`config.mk`:
```
export PLATFORM = sky130hd
export DESIGN_NAME = gmw_cell
export DESIGN_NICKNAME = d
export VERILOG_FILES = /design/src/gmw_pkg.sv /design/src/gmw_cell.sv
export SDC_FILE = /design/constraint.sdc
export NUM_CORES = 1
export LEC_CHECK = 0
export BUFFER_PORTS_ARGS = -buffer_cell sky130_fd_sc_hd__buf_2
export CAP_MARGIN = 10
export CORE_MARGIN = 3
export CORE_UTILIZATION = 50
export DETAILED_ROUTE_END_ITERATION = 10
export PLACE_DENSITY_LB_ADDON = 0.2
export SKIP_LAST_GASP = 1
export SLEW_MARGIN = 10
export SYNTH_ARGS = -nofsm -noshare
export SYNTH_HDL_FRONTEND = slang
export SYNTH_SLANG_ARGS = --single-unit
```
`constraint.sdc`:
```
create_clock -name clock -period 15.5 [get_ports clock]
set_clock_uncertainty 0.1 [all_clocks]
set_input_delay 0 -clock clock [delete_from_list [all_inputs] [get_ports clock]]
set_output_delay 0 -clock clock [all_outputs]
set_load 0.02 [all_outputs]
```
`src/gmw_pkg.sv`:
```
// ----------------------------------------------------------------------------
// gmw_pkg: shared types and helpers for the morphology window filter
// Widths, register indexes, window column type and min/max select.
// ----------------------------------------------------------------------------
`default_nettype none

package gmw_pkg;

   localparam int PIX_W      = 8;
   localparam int X_W        = 11;
   localparam int Y_W        = 12;
   localparam int WID_W      = 12;
   localparam int HGT_W      = 13;
   localparam int MAX_WIDTH  = 2048;
   localparam int MAX_HEIGHT = 4096;
   localparam int MAX_RADIUS = 3;
   localparam int NLINES     = 2 * MAX_RADIUS;
   localparam int WSIDE      = NLINES + 1;
   localparam int ADDR_W     = $clog2(MAX_WIDTH);
   localparam int SLOT_W     = $clog2(NLINES);
   localparam int SPAN_W     = $clog2(WSIDE);
   localparam int CSR_ADDR_W = 2;
   localparam int CSR_DATA_W = 13;

   typedef logic [PIX_W-1:0] pix_type;
   typedef pix_type [WSIDE-1:0] column_type;

   typedef enum logic [CSR_ADDR_W-1:0] {
      CSR_MODE        = 2'd0,
      CSR_WINDOW_SIZE = 2'd1,
      CSR_IMAGE_WIDTH = 2'd2,
      CSR_IMAGE_HEIGHT = 2'd3
   } csr_index_type;

   typedef struct packed {
      logic              mode;   // 1: dilate (max), 0: erode (min)
      logic [SPAN_W-1:0] span;   // window side minus one
   } win_ctl_type;

   typedef struct packed {
      logic           emit;
      logic           last;
      logic [Y_W-1:0] oy;
      logic [X_W-1:0] ox;
   } meta_type;

   function automatic pix_type pick(input pix_type a, input pix_type b, input logic mode);
      if (mode) return (a > b) ? a : b;
      return (a < b) ? a : b;
   endfunction

   function automatic pix_type ident(input logic mode);
      return mode ? '0 : '1;
   endfunction

endpackage

`default_nettype wire

```
`src/gmw_cell.sv`:
```
// ----------------------------------------------------------------------------
// gmw_cell: one window column
// Holds a column of samples, passes it to the next cell on each shift, and
// registers the masked min/max of its column.
// ----------------------------------------------------------------------------
`default_nettype none

module gmw_cell (
   input  wire logic                 clock,
   input  wire logic                 en,
   input  wire logic                 shift,
   input  wire gmw_pkg::win_ctl_type ctl,
   input  wire logic                 col_on,
   input  wire gmw_pkg::column_type  col_in,
   output gmw_pkg::column_type       col_out,
   output gmw_pkg::pix_type          red_out
);
   import gmw_pkg::*;

   column_type col_ff;
   pix_type    red_ff;
   pix_type    red_in;

   always_comb begin
      red_in = ident(ctl.mode);
      for (int d = 0; d < WSIDE; d++) begin
         if (col_on && (SPAN_W'(d) <= ctl.span)) red_in = pick(red_in, col_ff[d], ctl.mode);
      end
   end

   always_ff @(posedge clock) begin
      if (shift) col_ff <= col_in;
      if (en) red_ff <= red_in;
   end

   assign col_out = col_ff;
   assign red_out = red_ff;

endmodule

`default_nettype wire

```
Word-level counts from Yosys, hierarchy flattened
Index checks and enable logic that the tools add are counted.

storage, ports and cells
  input port bits = 64
  logic and storage cells = 80
  register bits = 64

operators by class
  reductions and logical operators = 7
  mux-type cells = 44
  magnitude comparators = 21

operators by type and width
  kind                                                count
  two-way mux 8 bit                                   36
  > comparator 8 bit                                  7
  < comparator 8 bit                                  7
  <= comparator 3 bit, first input constant           3
  two-way mux 1 bit                                   8
  logical AND 1 bit                                   7
  <= comparator 1 x 3 -> 1 bit, first input constant  2
  <= comparator 2 x 3 -> 1 bit, first input constant  2

Longest topological paths before layout
Gate-level depths: netlist (run 1).

  word-level depth = 36
  gate-level depth with buffers = 64
  gate-level depth less buffers = 58

Least setup slack after synthesis (run 1)
OpenSTA, ideal clock, no wires.

  path type = flip-flop to flip-flop
  start = register col_ff, in the netlist col_out[3]
  end = register red_ff[4] (netlist: red_out[4]), data pin
  buffers on the path = 7
  stages on the path, launching flop included = 63
  arrival time = 11146 ps
  required time = 15129 ps
  period minus slack after synthesis = 11517 ps
  setup slack = 3983 ps
  library setup time = 271 ps
  cells stage by stage = edfxtp_1 > inv_1 > ha_1 > nand2_1 > o21bai_1 > a21o_1 > a31o_2 > a21oi_1 > inv_1 > ha_1 > nor2b_1 > o211ai_1 > a21oi_1 > o211ai_1 > and2_0 > clkbuf_1 > a21oi_1 > ha_1 > [... 27 more ...] > a21o_1 > a21o_1 > a21oi_1 > and4_1 > nor2_1 > clkbuf_1 > nor2_1 > a21oi_1 > ha_1 > nor2b_1 > o21a_1 > o21ai_0 > a21oi_1 > o31a_1 > and2_1 > buf_2 > nor3_4 > a211oi_2

between the ends
  word-level cells in the longest chain between the ends = 35
  elaborated cells on any way between the ends = 49

ends and longest elaborated chain
  element                         line            RTL
  start, declared                 gmw_cell.sv:20  column_type col_ff;
  start signal, assigned          gmw_cell.sv:32  if (shift) col_ff <= col_in;
  > comparator 8 bit              gmw_pkg.sv:48   if (mode) return (a > b) ? a : b;
  two-way mux 8 bit (2 in a row)  gmw_pkg.sv:48
  two-way mux 8 bit (*)           gmw_pkg.sv:49   return (a < b) ? a : b;
  two-way mux 8 bit (*)           gmw_cell.sv:27  if (col_on && (SPAN_W'(d) <= ctl.span)) red_in = pick(red_in, col_ff[d], ctl.mode);
  > comparator 8 bit              gmw_pkg.sv:48
  two-way mux 8 bit (2 in a row)  gmw_pkg.sv:48
  two-way mux 8 bit               gmw_pkg.sv:49
  two-way mux 8 bit (*)           gmw_cell.sv:27
  [... 16 more ...]               n/a
  two-way mux 8 bit (2 in a row)  gmw_pkg.sv:48
  two-way mux 8 bit               gmw_pkg.sv:49
  two-way mux 8 bit (*)           gmw_cell.sv:27
  > comparator 8 bit              gmw_pkg.sv:48
  two-way mux 8 bit (2 in a row)  gmw_pkg.sv:48
  two-way mux 8 bit               gmw_pkg.sv:49
  two-way mux 8 bit (*)           gmw_cell.sv:27
  net red_in[4]                   gmw_cell.sv:22  pix_type red_in;
  end signal, assigned            gmw_cell.sv:33  if (en) red_ff <= red_in;
  end, declared                   gmw_cell.sv:21  pix_type red_ff;

Mark *: on every way through the listed nets, which the timed path passes. The rest lies on a longest branch. The select of a mux whose other input is x is not followed.
A chain may end at the register's enable or synchronous reset.

Worst setup path after layout (run 1)
  start = register col_ff, in the netlist col_out[3]
  end = register red_ff[6] (netlist: red_out[6]), data pin

The elaborated chain is that of the path after synthesis.

==> reports/qor.json, run 1 <==
{
  "yosys": {
    "proportion_of_synthesized_flip_flops_having_asynchronous_set_or_reset_pct": 0,
    "synth_edf_count": 64,
    "synth_nets": 574,
    "synth_area_sq_um": 4631,
    "synth.yosys.seq_area_share_pct": 41.50,
    "synth.distinct_cells": 56,
    "yosysWarnings": 0,
    "postSynthCellCount": 454,
    "ys_dominant_reg_cell": "sky130_fd_sc_hd__edfxtp_1",
    "postSynthRegisterBits": 64,
    "avgSynthCellArea_sq_um": 10.20
  },
  "hold_path": {
    "whs_endpoint": "col_out[39]$_DFFE_PP_",
    "whs_path_depth": 2,
    "hold_path.class": "in2reg",
    "min-delay-start": "shift"
  },
  "drt": {
    "drc": 0,
    "pre_repair_dr_iteration_count": 4,
    "initialDrtViolationCount": 248,
    "avgViaCountPerCell": 5.596,
    "finalWirelength_um": 12480,
    "route.detailed.wl_per_inst_um": 16.68,
    "drtAntennaViolNets": 0,
    "vias": 4186
  },
  "setup_path": {
    "r2r.worst_path.cells": 56,
    "cpPeakStageDelay_ns": 0.66,
    "origin_of_the_critical_flop_to_flop_path": "col_out[3]$_DFFE_PP_",
    "worstPathArrival_ns": 14.16,
    "critical_path_class": "reg2reg",
    "worst_path_most_repeated_cell": "sky130_fd_sc_hd__a21oi_1",
    "slowest_stage": "sky130_fd_sc_hd__o211ai_1",
    "cp_data_required_time_ns": 15.58,
    "end_kind": "flip-flop",
    "crit_fanout": 20,
    "critical_path.startpoint": "col_out[3]$_DFFE_PP_",
    "critPathLaunchType": "flip-flop",
    "timing.reg2reg.setup_slack_ns": 1.42,
    "crit-reg2reg-capture": "red_out[6]$_DFFE_PP_"
  },
  "placement": {
    "post-dp-hpwl_um": 9402,
    "port-buffer-count": 127,
    "placedCellCount": 675,
    "globalplace.congestion": 0.9483,
    "placed_cell_area_sq_um": 5310
  },
  "run": {
    "maxCapViolations": 0
  },
  "global_route": {
    "globalRouteOverflowTotal": 0,
    "grt_first_pass_wirelength_um": 20040,
    "number_of_antenna_violations_at_the_first_check_in_global_routing": 0,
    "grtUsageTotal_pct": 24.55,
    "maximum_number_of_pins_on_one_net_before_global_route_repair": 57,
    "first_global_vias": 4289
  },
  "clock_tree": {
    "clkTransAtPathRegs_ns": 0.07,
    "clock_insertion_delay_worst_skew_ns": 0.35,
    "numClockSinks": 64,
    "cts_inserted_buffers": 9,
    "cts_hold_buffers": 57,
    "post_cts.repair.setup_buffers": 0,
    "number_of_levels_in_the_clock_h_tree": 3,
    "root_buffer": "sky130_fd_sc_hd__clkbuf_8",
    "tritoncts": "done",
    "post_cts_resized": 0,
    "cts_max_path_buffers": 2
  },
  "die": {
    "floorplan.die.height_um": 102.2,
    "io_pins": 128,
    "fp.dieW_um": 102.2,
    "fp.dieArea_sq_um": 10450,
    "coreArea_sq_um": 8848,
    "initial_utilization_pct": 52.33,
    "rows": 34
  },
  "power_and_ir_drop": {
    "power-per-cell-area_nw_per_um2": 108.2,
    "p_leak_nw": 2.807,
    "post_layout_power_mw": 0.6561,
    "max-vdd-ir-drop_v": 0.00007782
  },
  "sta": {
    "report.final.hold_viol_count": 0,
    "max_freq_mhz": 71.03,
    "final_min_period_over_clock_period_pct": 90.82,
    "finalSetupViolations": 0,
    "setup_total_negative_slack_ns": 0,
    "worst-slew-pin-transition_ns": 0.7838,
    "maxSlewViolCount": 0,
    "finalCriticalPeriod_ns": 14.08,
    "worst_slew_margin_rel_pct": 47.69,
    "rsz_0062_raised_after_global_routing": "false",
    "final.hold.worst_slack_ns": 0.2254
  },
  "layout": {
    "finish.instance_area_sq_um": 6063,
    "diodes": 0,
    "regArea_sq_um": 1922,
    "final.fill_count": 724,
    "fin_cells": 748,
    "final_net_count": 755,
    "final_layout_size_suffix_gt1_share_pct": 27.19,
    "area_growth_pct": 30.94,
    "area_of_the_multi_input_gates_sq_um": 2357
  },
  "outcome": {
    "status": "complete, no violations"
  }
}
## per-stage QoR
| step | utilization (%) | worst slack, ns |
|---|---|---|
| detailed placement | 60.01 | 1.106 |
| floorplan | - | 3.983 |
| CTS | 68.50 | 1.271 |
| finish | 68.52 | 1.422 |
| global route | 68.52 | 0.4115 |
| global placement | 60.01 | 1.727 |
## worst max path at each step
stage / end / slack [ns]
floorplan: red_out[4]$_DFFE_PP_ / 3.98
global placement: red_out[6]$_DFFE_PP_ / 1.73
detailed placement: red_out[6]$_DFFE_PP_ / 1.11
CTS: red_out[6]$_DFFE_PP_ / 1.27
global route: red_out[1]$_DFFE_PP_ / 0.41
finish: red_out[6]$_DFFE_PP_ / 1.42
## cell usage in the layout, fill, tap and decap left out, types with 5 or more instances in the layout
master,synthesis,final
sky130_fd_sc_hd__a21o_1,8,8
sky130_fd_sc_hd__o21a_1,6,6
sky130_fd_sc_hd__ha_1,56,56
sky130_fd_sc_hd__nand3_1,6,6
sky130_fd_sc_hd__buf_2,7,127
sky130_fd_sc_hd__edfxtp_1,64,64
sky130_fd_sc_hd__dlygate4sd3_1,0,57
sky130_fd_sc_hd__o211ai_1,8,8
sky130_fd_sc_hd__nand2_1,25,25
sky130_fd_sc_hd__nor2_1,30,29
sky130_fd_sc_hd__a211oi_1,7,7
sky130_fd_sc_hd__a21oi_1,38,38
sky130_fd_sc_hd__a21oi_2,5,5
sky130_fd_sc_hd__nor3_1,12,12
sky130_fd_sc_hd__inv_1,68,68
sky130_fd_sc_hd__clkbuf_8,0,9
sky130_fd_sc_hd__nand4_1,15,15
sky130_fd_sc_hd__o21ai_0,15,15
sky130_fd_sc_hd__nor2b_1,6,6
## critical path: cells and delay by family (launching register included)
family                   cells  cell delay [ns]
AO/OA/AOI/OAI               29             6.10
AND/OR/NAND/NOR             16             4.57
adder cells (fa/ha/maj)      7             2.11
multiplexers                 1             0.41
flip-flops                   1             0.39
buffers and inverters        3             0.23
## area by class of cell
type	instances	share of cell area [%]
clock buffers	12	2.229
clock inverters	4	0.7429
inverters	68	4.210
multi-input cells	307	38.88
flip-flops and latches	64	31.70
well taps	108	2.229
repair buffers	185	20.02
## registers in the layout, indices dropped and copies added, names as in the netlist
| register | flops |
|---|---|
| col_out | 56 |
| red_out | 8 |
## power by group
| group | internal (mW) | switching [mW] | leakage [nW] | total, mW |
|---|---|---|---|---|
| clock | 0.0737 | 0.0658 | 0.0941 | 0.139 |
| combinational | 0.120 | 0.172 | 2.09 | 0.292 |
| sequential | 0.213 | 0.0116 | 0.626 | 0.225 |
## cell families (layout without fill, tap and decap cells)
kind of cell	Yosys count	in the layout	synth area share [%]
AOI/OAI and AO/OA	136	136	22.51
adders and majority gates	56	56	15.13
buffers and inverters	83	269	7.646
DFF	64	64	41.50
muxes	5	5	1.216
and+or+nand+nor	110	110	12.00
## layer usage
layer | wire length, um | vias up | global-route usage, %
met5 | 0 | - | 0
li1 | - | 2036 | -
met2 | 6449 | 144 | 44.68
met3 | 702 | 24 | 4.915
met1 | 5041 | 1982 | 28.73
met4 | 284 | 0 | 8.375
## Yosys cell counts (3+ instances only)
cell                        n  area (sq um)
sky130_fd_sc_hd__o21a_1     6         45.04
sky130_fd_sc_hd__ha_1      56         700.7
sky130_fd_sc_hd__nand3_1    6         30.03
sky130_fd_sc_hd__a31o_1     3         26.28
sky130_fd_sc_hd__o31a_1     4         35.03
sky130_fd_sc_hd__nand2_1   25         93.84
sky130_fd_sc_hd__a21oi_2    5         43.79
sky130_fd_sc_hd__buf_2      7         35.03
sky130_fd_sc_hd__a211oi_1   7         52.55
sky130_fd_sc_hd__edfxtp_1  64          1922
sky130_fd_sc_hd__o21ai_1    4         20.02
sky130_fd_sc_hd__inv_1     68         255.2
sky130_fd_sc_hd__o21ai_0   15         75.07
sky130_fd_sc_hd__nor3_1    12         60.06
sky130_fd_sc_hd__clkbuf_1   3         11.26
sky130_fd_sc_hd__o31ai_2    3         37.54
sky130_fd_sc_hd__mux2i_1    3         30.03
sky130_fd_sc_hd__nor2_1    30         112.6
sky130_fd_sc_hd__a31oi_4    4         85.08
sky130_fd_sc_hd__o211ai_1   8         60.06
sky130_fd_sc_hd__a21o_1     8         60.06
sky130_fd_sc_hd__buf_6      4         45.04
sky130_fd_sc_hd__a21oi_1   38         190.2
sky130_fd_sc_hd__o221ai_1   3         26.28
sky130_fd_sc_hd__a31oi_1    3         18.77
sky130_fd_sc_hd__nor2b_1    6         37.54
sky130_fd_sc_hd__nand4_1   15         93.84
sky130_fd_sc_hd__a211oi_2   4         50.05
sky130_fd_sc_hd__o31ai_1    4         30.03
sky130_fd_sc_hd__and3_1     3         18.77
Note: power is estimated with default switching activity, not from simulation.
==> run 2: changes to the inputs <==
--- a/config.mk
+++ b/config.mk
@@ -9,8 +9,10 @@
 export CAP_MARGIN = 10
 export CORE_MARGIN = 3
 export CORE_UTILIZATION = 50
+export CTS_BUF_LIST = sky130_fd_sc_hd__clkbuf_4 sky130_fd_sc_hd__clkbuf_8
 export DETAILED_ROUTE_END_ITERATION = 10
 export PLACE_DENSITY_LB_ADDON = 0.2
+export SETUP_SLACK_MARGIN = 0.1
 export SKIP_LAST_GASP = 1
 export SLEW_MARGIN = 10
 export SYNTH_ARGS = -nofsm -noshare
==> run 2 against run 1 <==
Against the previous run: total power up 0.75%; global-route usage decreased by 0.057 points; final cell count unchanged; fmax barely moved; sequential power hardly changed; count of clock-buffer cells in the layout did not move; register-to-register slack about the same; clock power increased by 4%; flip-flop and latch count is the same; utilization grew 0.13 points; critical endpoint unchanged; largest cell class unchanged; largest power group unchanged; highest routed layer unchanged.
==> reports/qor.json, run 2 (synthesis results as in run 1) <==
{
  "die": {
    "io_pins": 128,
    "coreArea_sq_um": 8848,
    "floorplan.die.height_um": 102.2,
    "fp.dieArea_sq_um": 10450,
    "initial_utilization_pct": 52.33,
    "rows": 34,
    "fp.dieW_um": 102.2
  },
  "clock_tree": {
    "number_of_levels_in_the_clock_h_tree": 3,
    "cts_inserted_buffers": 9,
    "clock_insertion_delay_worst_skew_ns": 0.35,
    "cts_max_path_buffers": 2,
    "numClockSinks": 64,
    "tritoncts": "done",
    "root_buffer": "sky130_fd_sc_hd__clkbuf_8",
    "post_cts.repair.setup_buffers": 0,
    "clkTransAtPathRegs_ns": 0.07,
    "post_cts_resized": 0
  },
  "placement": {
    "globalplace.congestion": 0.9483,
    "placed_cell_area_sq_um": 5310,
    "placedCellCount": 675,
    "post-dp-hpwl_um": 9402,
    "port-buffer-count": 127
  },
  "drt": {
    "route.detailed.wl_per_inst_um": 16.68,
    "drc": 0,
    "initialDrtViolationCount": 208,
    "finalWirelength_um": 12470,
    "vias": 4211,
    "drtAntennaViolNets": 0,
    "avgViaCountPerCell": 5.630,
    "pre_repair_dr_iteration_count": 5
  },
  "global_route": {
    "maximum_number_of_pins_on_one_net_before_global_route_repair": 57,
    "met1_usage_pct": 28.69,
    "use_met2_pct": 44.53,
    "grt_first_pass_wirelength_um": 19990,
    "grt_most_used_layer": "met2",
    "grt_use_met3_pct": 4.915,
    "globalRouteOverflowTotal": 0,
    "first_global_vias": 4276,
    "grtUsageTotal_pct": 24.49,
    "number_of_antenna_violations_at_the_first_check_in_global_routing": 0
  },
  "sta": {
    "rsz_0062_raised_after_global_routing": "false",
    "report.final.hold_viol_count": 0,
    "setup_total_negative_slack_ns": 0,
    "final.hold.worst_slack_ns": 0.2363,
    "max_freq_mhz": 71.01,
    "finalSetupViolations": 0,
    "maxSlewViolCount": 0,
    "final_min_period_over_clock_period_pct": 90.85,
    "finalCriticalPeriod_ns": 14.08,
    "worst_slew_margin_rel_pct": 47.67,
    "worst-slew-pin-transition_ns": 0.7842
  },
  "layout": {
    "largest_reg_flops": 56,
    "final_layout_size_suffix_gt1_share_pct": 27.66,
    "diodes": 0,
    "area_of_the_multi_input_gates_sq_um": 2357,
    "finish.instance_area_sq_um": 6075,
    "regArea_sq_um": 1922,
    "area_growth_pct": 31.18,
    "final.fill_count": 720,
    "final_net_count": 755,
    "layout.cells.most_common": "sky130_fd_sc_hd__buf_2",
    "layout.cells.most_common_list": "sky130_fd_sc_hd__buf_2 (127), sky130_fd_sc_hd__inv_1 (68), sky130_fd_sc_hd__edfxtp_1 (64)",
    "fin_cells": 748
  },
  "outcome": {
    "status": "complete, no violations"
  },
  "hold_path": {
    "whs_path_depth": 2,
    "hold_path.class": "in2reg"
  },
  "setup_path": {
    "critical_path_class": "reg2reg",
    "worstPathArrival_ns": 14.16,
    "worst_path_most_repeated_cell": "sky130_fd_sc_hd__a21oi_1",
    "r2r.worst_path.cells": 56,
    "slowest_stage": "sky130_fd_sc_hd__o211ai_1",
    "end_kind": "flip-flop",
    "cp_data_required_time_ns": 15.58,
    "crit_fanout": 20,
    "cpPeakStageDelay_ns": 0.68,
    "critPathLaunchType": "flip-flop"
  },
  "power_and_ir_drop": {
    "power-per-cell-area_nw_per_um2": 108.8,
    "post_layout_power_mw": 0.6611,
    "p_leak_nw": 2.818,
    "max-vdd-ir-drop_v": 0.00007760
  },
  "run": {
    "maxCapViolations": 0
  }
}
-- run 2: cell counts in the layout (fill, tap and decap cells not counted) --
Identical to the previous run, type by type.
-- run 2: final timing paths --
| kind | start | end | slack (ns) |
|---|---|---|---|
| worst max register to register | col_out[3]$_DFFE_PP_ | red_out[6]$_DFFE_PP_ | 1.42 |
| worst min register to register | col_out[48]$_DFFE_PP_ | red_out[0]$_DFFE_PP_ | 0.55 |
| worst max-delay path | col_out[3]$_DFFE_PP_ | red_out[6]$_DFFE_PP_ | 1.42 |
| worst min-delay path | shift | col_out[25]$_DFFE_PP_ | 0.24 |
-- run 2: worst max-delay path: cells and delay by family (launching register included) --
family	cells	cell delay, ns
buffers and inverters	3	0.23
adder cells (fa/ha/maj)	7	2.11
flip-flops	1	0.39
AO/OA/AOI/OAI	29	6.12
AND/OR/NAND/NOR	16	4.57
multiplexers	1	0.41
-- run 2: timing repair --
item                                    CTS  global route
endpoints found under the setup margin    0             0
hold buffers                             57             0
hold endpoints to repair                 64             0
-- run 2: metal layers --
metal / part of all wire [%] / vias to the layer above
met3: 5.7 / 27
met1: 41 / 1987
met4: 2.3 / 0
li1: - / 2039
met2: 51 / 158
met5: 0 / -
-- run 2: where the power goes --
group          switching [mW]  leakage, nW  internal, mW  total, mW
combinational           0.172         2.09         0.120      0.292
clock                  0.0655        0.104        0.0789      0.144
sequential             0.0115        0.626         0.213      0.225
-- run 2: cell type report --
class	count	share of cell area [%]
multi-input cells	307	38.81
clock buffers	12	2.410
well taps	108	2.225
repair buffers	185	19.98
inverters	68	4.202
flip-flops and latches	64	31.64
clock inverters	4	0.7415
-- run 2: per-stage QoR --
step,utilization (%),setup WS (ns)
final,68.65,1.418
after global routing,68.65,0.4112
after CTS,68.62,1.271
after detailed placement,60.01,1.106
after global placement,60.01,1.727
after floorplan,-,3.983
==> run 3: changes to the inputs <==
--- a/config.mk
+++ b/config.mk
@@ -12,6 +12,7 @@
 export CTS_BUF_LIST = sky130_fd_sc_hd__clkbuf_4 sky130_fd_sc_hd__clkbuf_8
 export DETAILED_ROUTE_END_ITERATION = 10
 export PLACE_DENSITY_LB_ADDON = 0.2
+export REMOVE_ABC_BUFFERS = 1
 export SETUP_SLACK_MARGIN = 0.1
 export SKIP_LAST_GASP = 1
 export SLEW_MARGIN = 10
==> run 3 against run 2 <==
Against the previous run: first-iteration DRC count rose by 16%; critical path depth rose by 1; hold slack got worse by 0.0038 ns; sequential power barely moved; setup slack improved by 0.39 ns; largest cell class unchanged.
==> reports/qor.json, run 3 (synthesis results as in run 1) <==
{
  "drt": {
    "initialDrtViolationCount": 241,
    "drtAntennaViolNets": 0,
    "finalWirelength_um": 12520,
    "drc": 0,
    "vias": 4139,
    "pre_repair_dr_iteration_count": 5,
    "avgViaCountPerCell": 5.526,
    "route.detailed.wl_per_inst_um": 16.71
  },
  "die": {
    "io_pins": 128,
    "coreArea_sq_um": 8848,
    "rows": 34,
    "floorplan.die.height_um": 102.2,
    "initial_utilization_pct": 52.33,
    "fp.dieArea_sq_um": 10450,
    "fp.dieW_um": 102.2
  },
  "layout": {
    "final.fill_count": 671,
    "final_layout_size_suffix_gt1_share_pct": 27.61,
    "layout.cells.most_common_list": "sky130_fd_sc_hd__buf_2 (127), sky130_fd_sc_hd__inv_1 (68), sky130_fd_sc_hd__edfxtp_1 (64)",
    "layout.cells.most_common": "sky130_fd_sc_hd__buf_2",
    "area_growth_pct": 31.29,
    "diodes": 0,
    "largest_reg_flops": 56,
    "final_net_count": 756,
    "finish.utilization_pct": 68.71
  },
  "clock_tree": {
    "number_of_levels_in_the_clock_h_tree": 3,
    "cts_max_path_buffers": 2,
    "cts_inserted_buffers": 9,
    "root_buffer": "sky130_fd_sc_hd__clkbuf_8",
    "clkTransAtPathRegs_ns": 0.07,
    "post_cts.repair.setup_buffers": 0,
    "clock_insertion_delay_worst_skew_ns": 0.35,
    "tritoncts": "done",
    "numClockSinks": 64
  },
  "setup_path": {
    "worstPathArrival_ns": 13.67,
    "setup.worst_path.end": "red_out[6]$_DFFE_PP_",
    "cp.depth": 57,
    "cpPeakStageDelay_ns": 0.62,
    "r2r.worst_path.cells": 57,
    "critPathLaunchType": "flip-flop",
    "cp_data_required_time_ns": 15.47,
    "timing.reg2reg.setup_slack_ns": 1.81,
    "timing.critical_path.buf_inv": 4,
    "path_delay_family": "compound AO/OA/AOI/OAI gates",
    "critical_path.startpoint": "col_out[1]$_DFFE_PP_",
    "critical_path_class": "reg2reg",
    "crit-reg2reg-capture": "red_out[6]$_DFFE_PP_",
    "origin_of_the_critical_flop_to_flop_path": "col_out[1]$_DFFE_PP_",
    "worst_path_most_repeated_cell": "sky130_fd_sc_hd__a21oi_1",
    "end_kind": "flip-flop",
    "crit_fanout": 20,
    "slowest_stage": "sky130_fd_sc_hd__o211ai_1"
  },
  "hold_path": {
    "hold_path.class": "in2reg",
    "min-delay-start": "shift"
  },
  "sta": {
    "final_min_period_over_clock_period_pct": 88.35,
    "rsz_0062_raised_after_global_routing": "false",
    "layout_setup_ws_ns": 1.806,
    "max_freq_mhz": 73.03,
    "worst_slew_margin_rel_pct": 49.56,
    "finalSetupViolations": 0,
    "report.final.hold_viol_count": 0,
    "maxSlewViolCount": 0,
    "worst-slew-pin-transition_ns": 0.7532,
    "setup_total_negative_slack_ns": 0,
    "finalCriticalPeriod_ns": 13.69
  },
  "placement": {
    "globalplace.congestion": 0.8840,
    "post-dp-hpwl_um": 9396,
    "pre_cts_ws_ns": 1.752,
    "port-buffer-count": 127
  },
  "outcome": {
    "status": "complete, no violations"
  },
  "power_and_ir_drop": {
    "power-per-cell-area_nw_per_um2": 108.6,
    "max-vdd-ir-drop_v": 0.00005925,
    "p_leak_nw": 2.821,
    "post_layout_power_mw": 0.6604
  },
  "global_route": {
    "grtUsageTotal_pct": 24.43,
    "maximum_number_of_pins_on_one_net_before_global_route_repair": 57,
    "first_global_vias": 4203,
    "number_of_antenna_violations_at_the_first_check_in_global_routing": 0,
    "grt_first_pass_wirelength_um": 19830,
    "globalRouteOverflowTotal": 0
  },
  "run": {
    "maxCapViolations": 0
  }
}
## run 3: changes by cell type in the layout (fill, tap and decap cells not counted)
cell	delta
sky130_fd_sc_hd__buf_4	+1
sky130_fd_sc_hd__nor2_1	+1
sky130_fd_sc_hd__nor2_2	-1
## run 3: layout make-up
type / instances / area, sq um / area share (%)
clock buffers: 12 / 146.4 / 2.408
clock inverters: 4 / 45.04 / 0.7409
inverters: 68 / 255.2 / 4.198
multi-input cells: 307 / 2355 / 38.73
flip-flops and latches: 64 / 1922 / 31.61
well taps: 108 / 135.1 / 2.223
repair buffers: 186 / 1221 / 20.09
## run 3: metal layers
metal  global-route usage (%)  part of all wire (%)
met1                    29.30                    41
met2                    44.43                    52
met3                    5.119                   5.0
met4                    6.357                   1.4
met5                        0                     0
## run 3: worst reg2reg max path: cells and delay by family, from the launching register on
kind                       cells  cell delay, ns
buffers and inverters          4            0.46
muxes                          1            0.41
and+or+nand+nor               18            4.07
DFF                            1            0.42
AOI/OAI and AO/OA             27            5.89
adders and majority gates      7            2.06
## run 3: worst min-delay path by stage
stage / to / slack, ns / cells after the start
2_1_floorplan: col_out[0]$_DFFE_PP_ / -0.001 / 0
3_3_place_gp: col_out[15]$_DFFE_PP_ / 0.08 / 1
3_5_place_dp: col_out[12]$_DFFE_PP_ / 0.08 / 1
4_1_cts: col_out[36]$_DFFE_PP_ / 0.24 / 2
5_1_grt: col_out[36]$_DFFE_PP_ / 0.26 / 2
6_report: col_out[38]$_DFFE_PP_ / 0.23 / 2
## run 3: through the flow
stage	hold slack [ns]	cells	instance area [sq um]
after global routing	0.2579	749	6080
final	0.2326	749	6080
after CTS	0.2441	749	6080
after global placement	0.07597	676	5318
after detailed placement	0.07809	676	5318
after floorplan	-0.001131	439	4532
## run 3: what timing repair did
action                                  4_1_cts  5_1_grt
hold endpoints to repair                     64        0
endpoints found under the setup margin        0        0
hold buffers                                 57        0
resized for setup                             0        0
## run 3: where the power goes
part / internal [mW] / switching [mW] / total, mW / leakage, nW
Sequential: 0.213 / 0.0116 / 0.225 / 0.626
Combinational: 0.120 / 0.171 / 0.291 / 2.09
Clock: 0.0790 / 0.0655 / 0.144 / 0.104
Total: 0.412 / 0.248 / 0.660 / 2.82
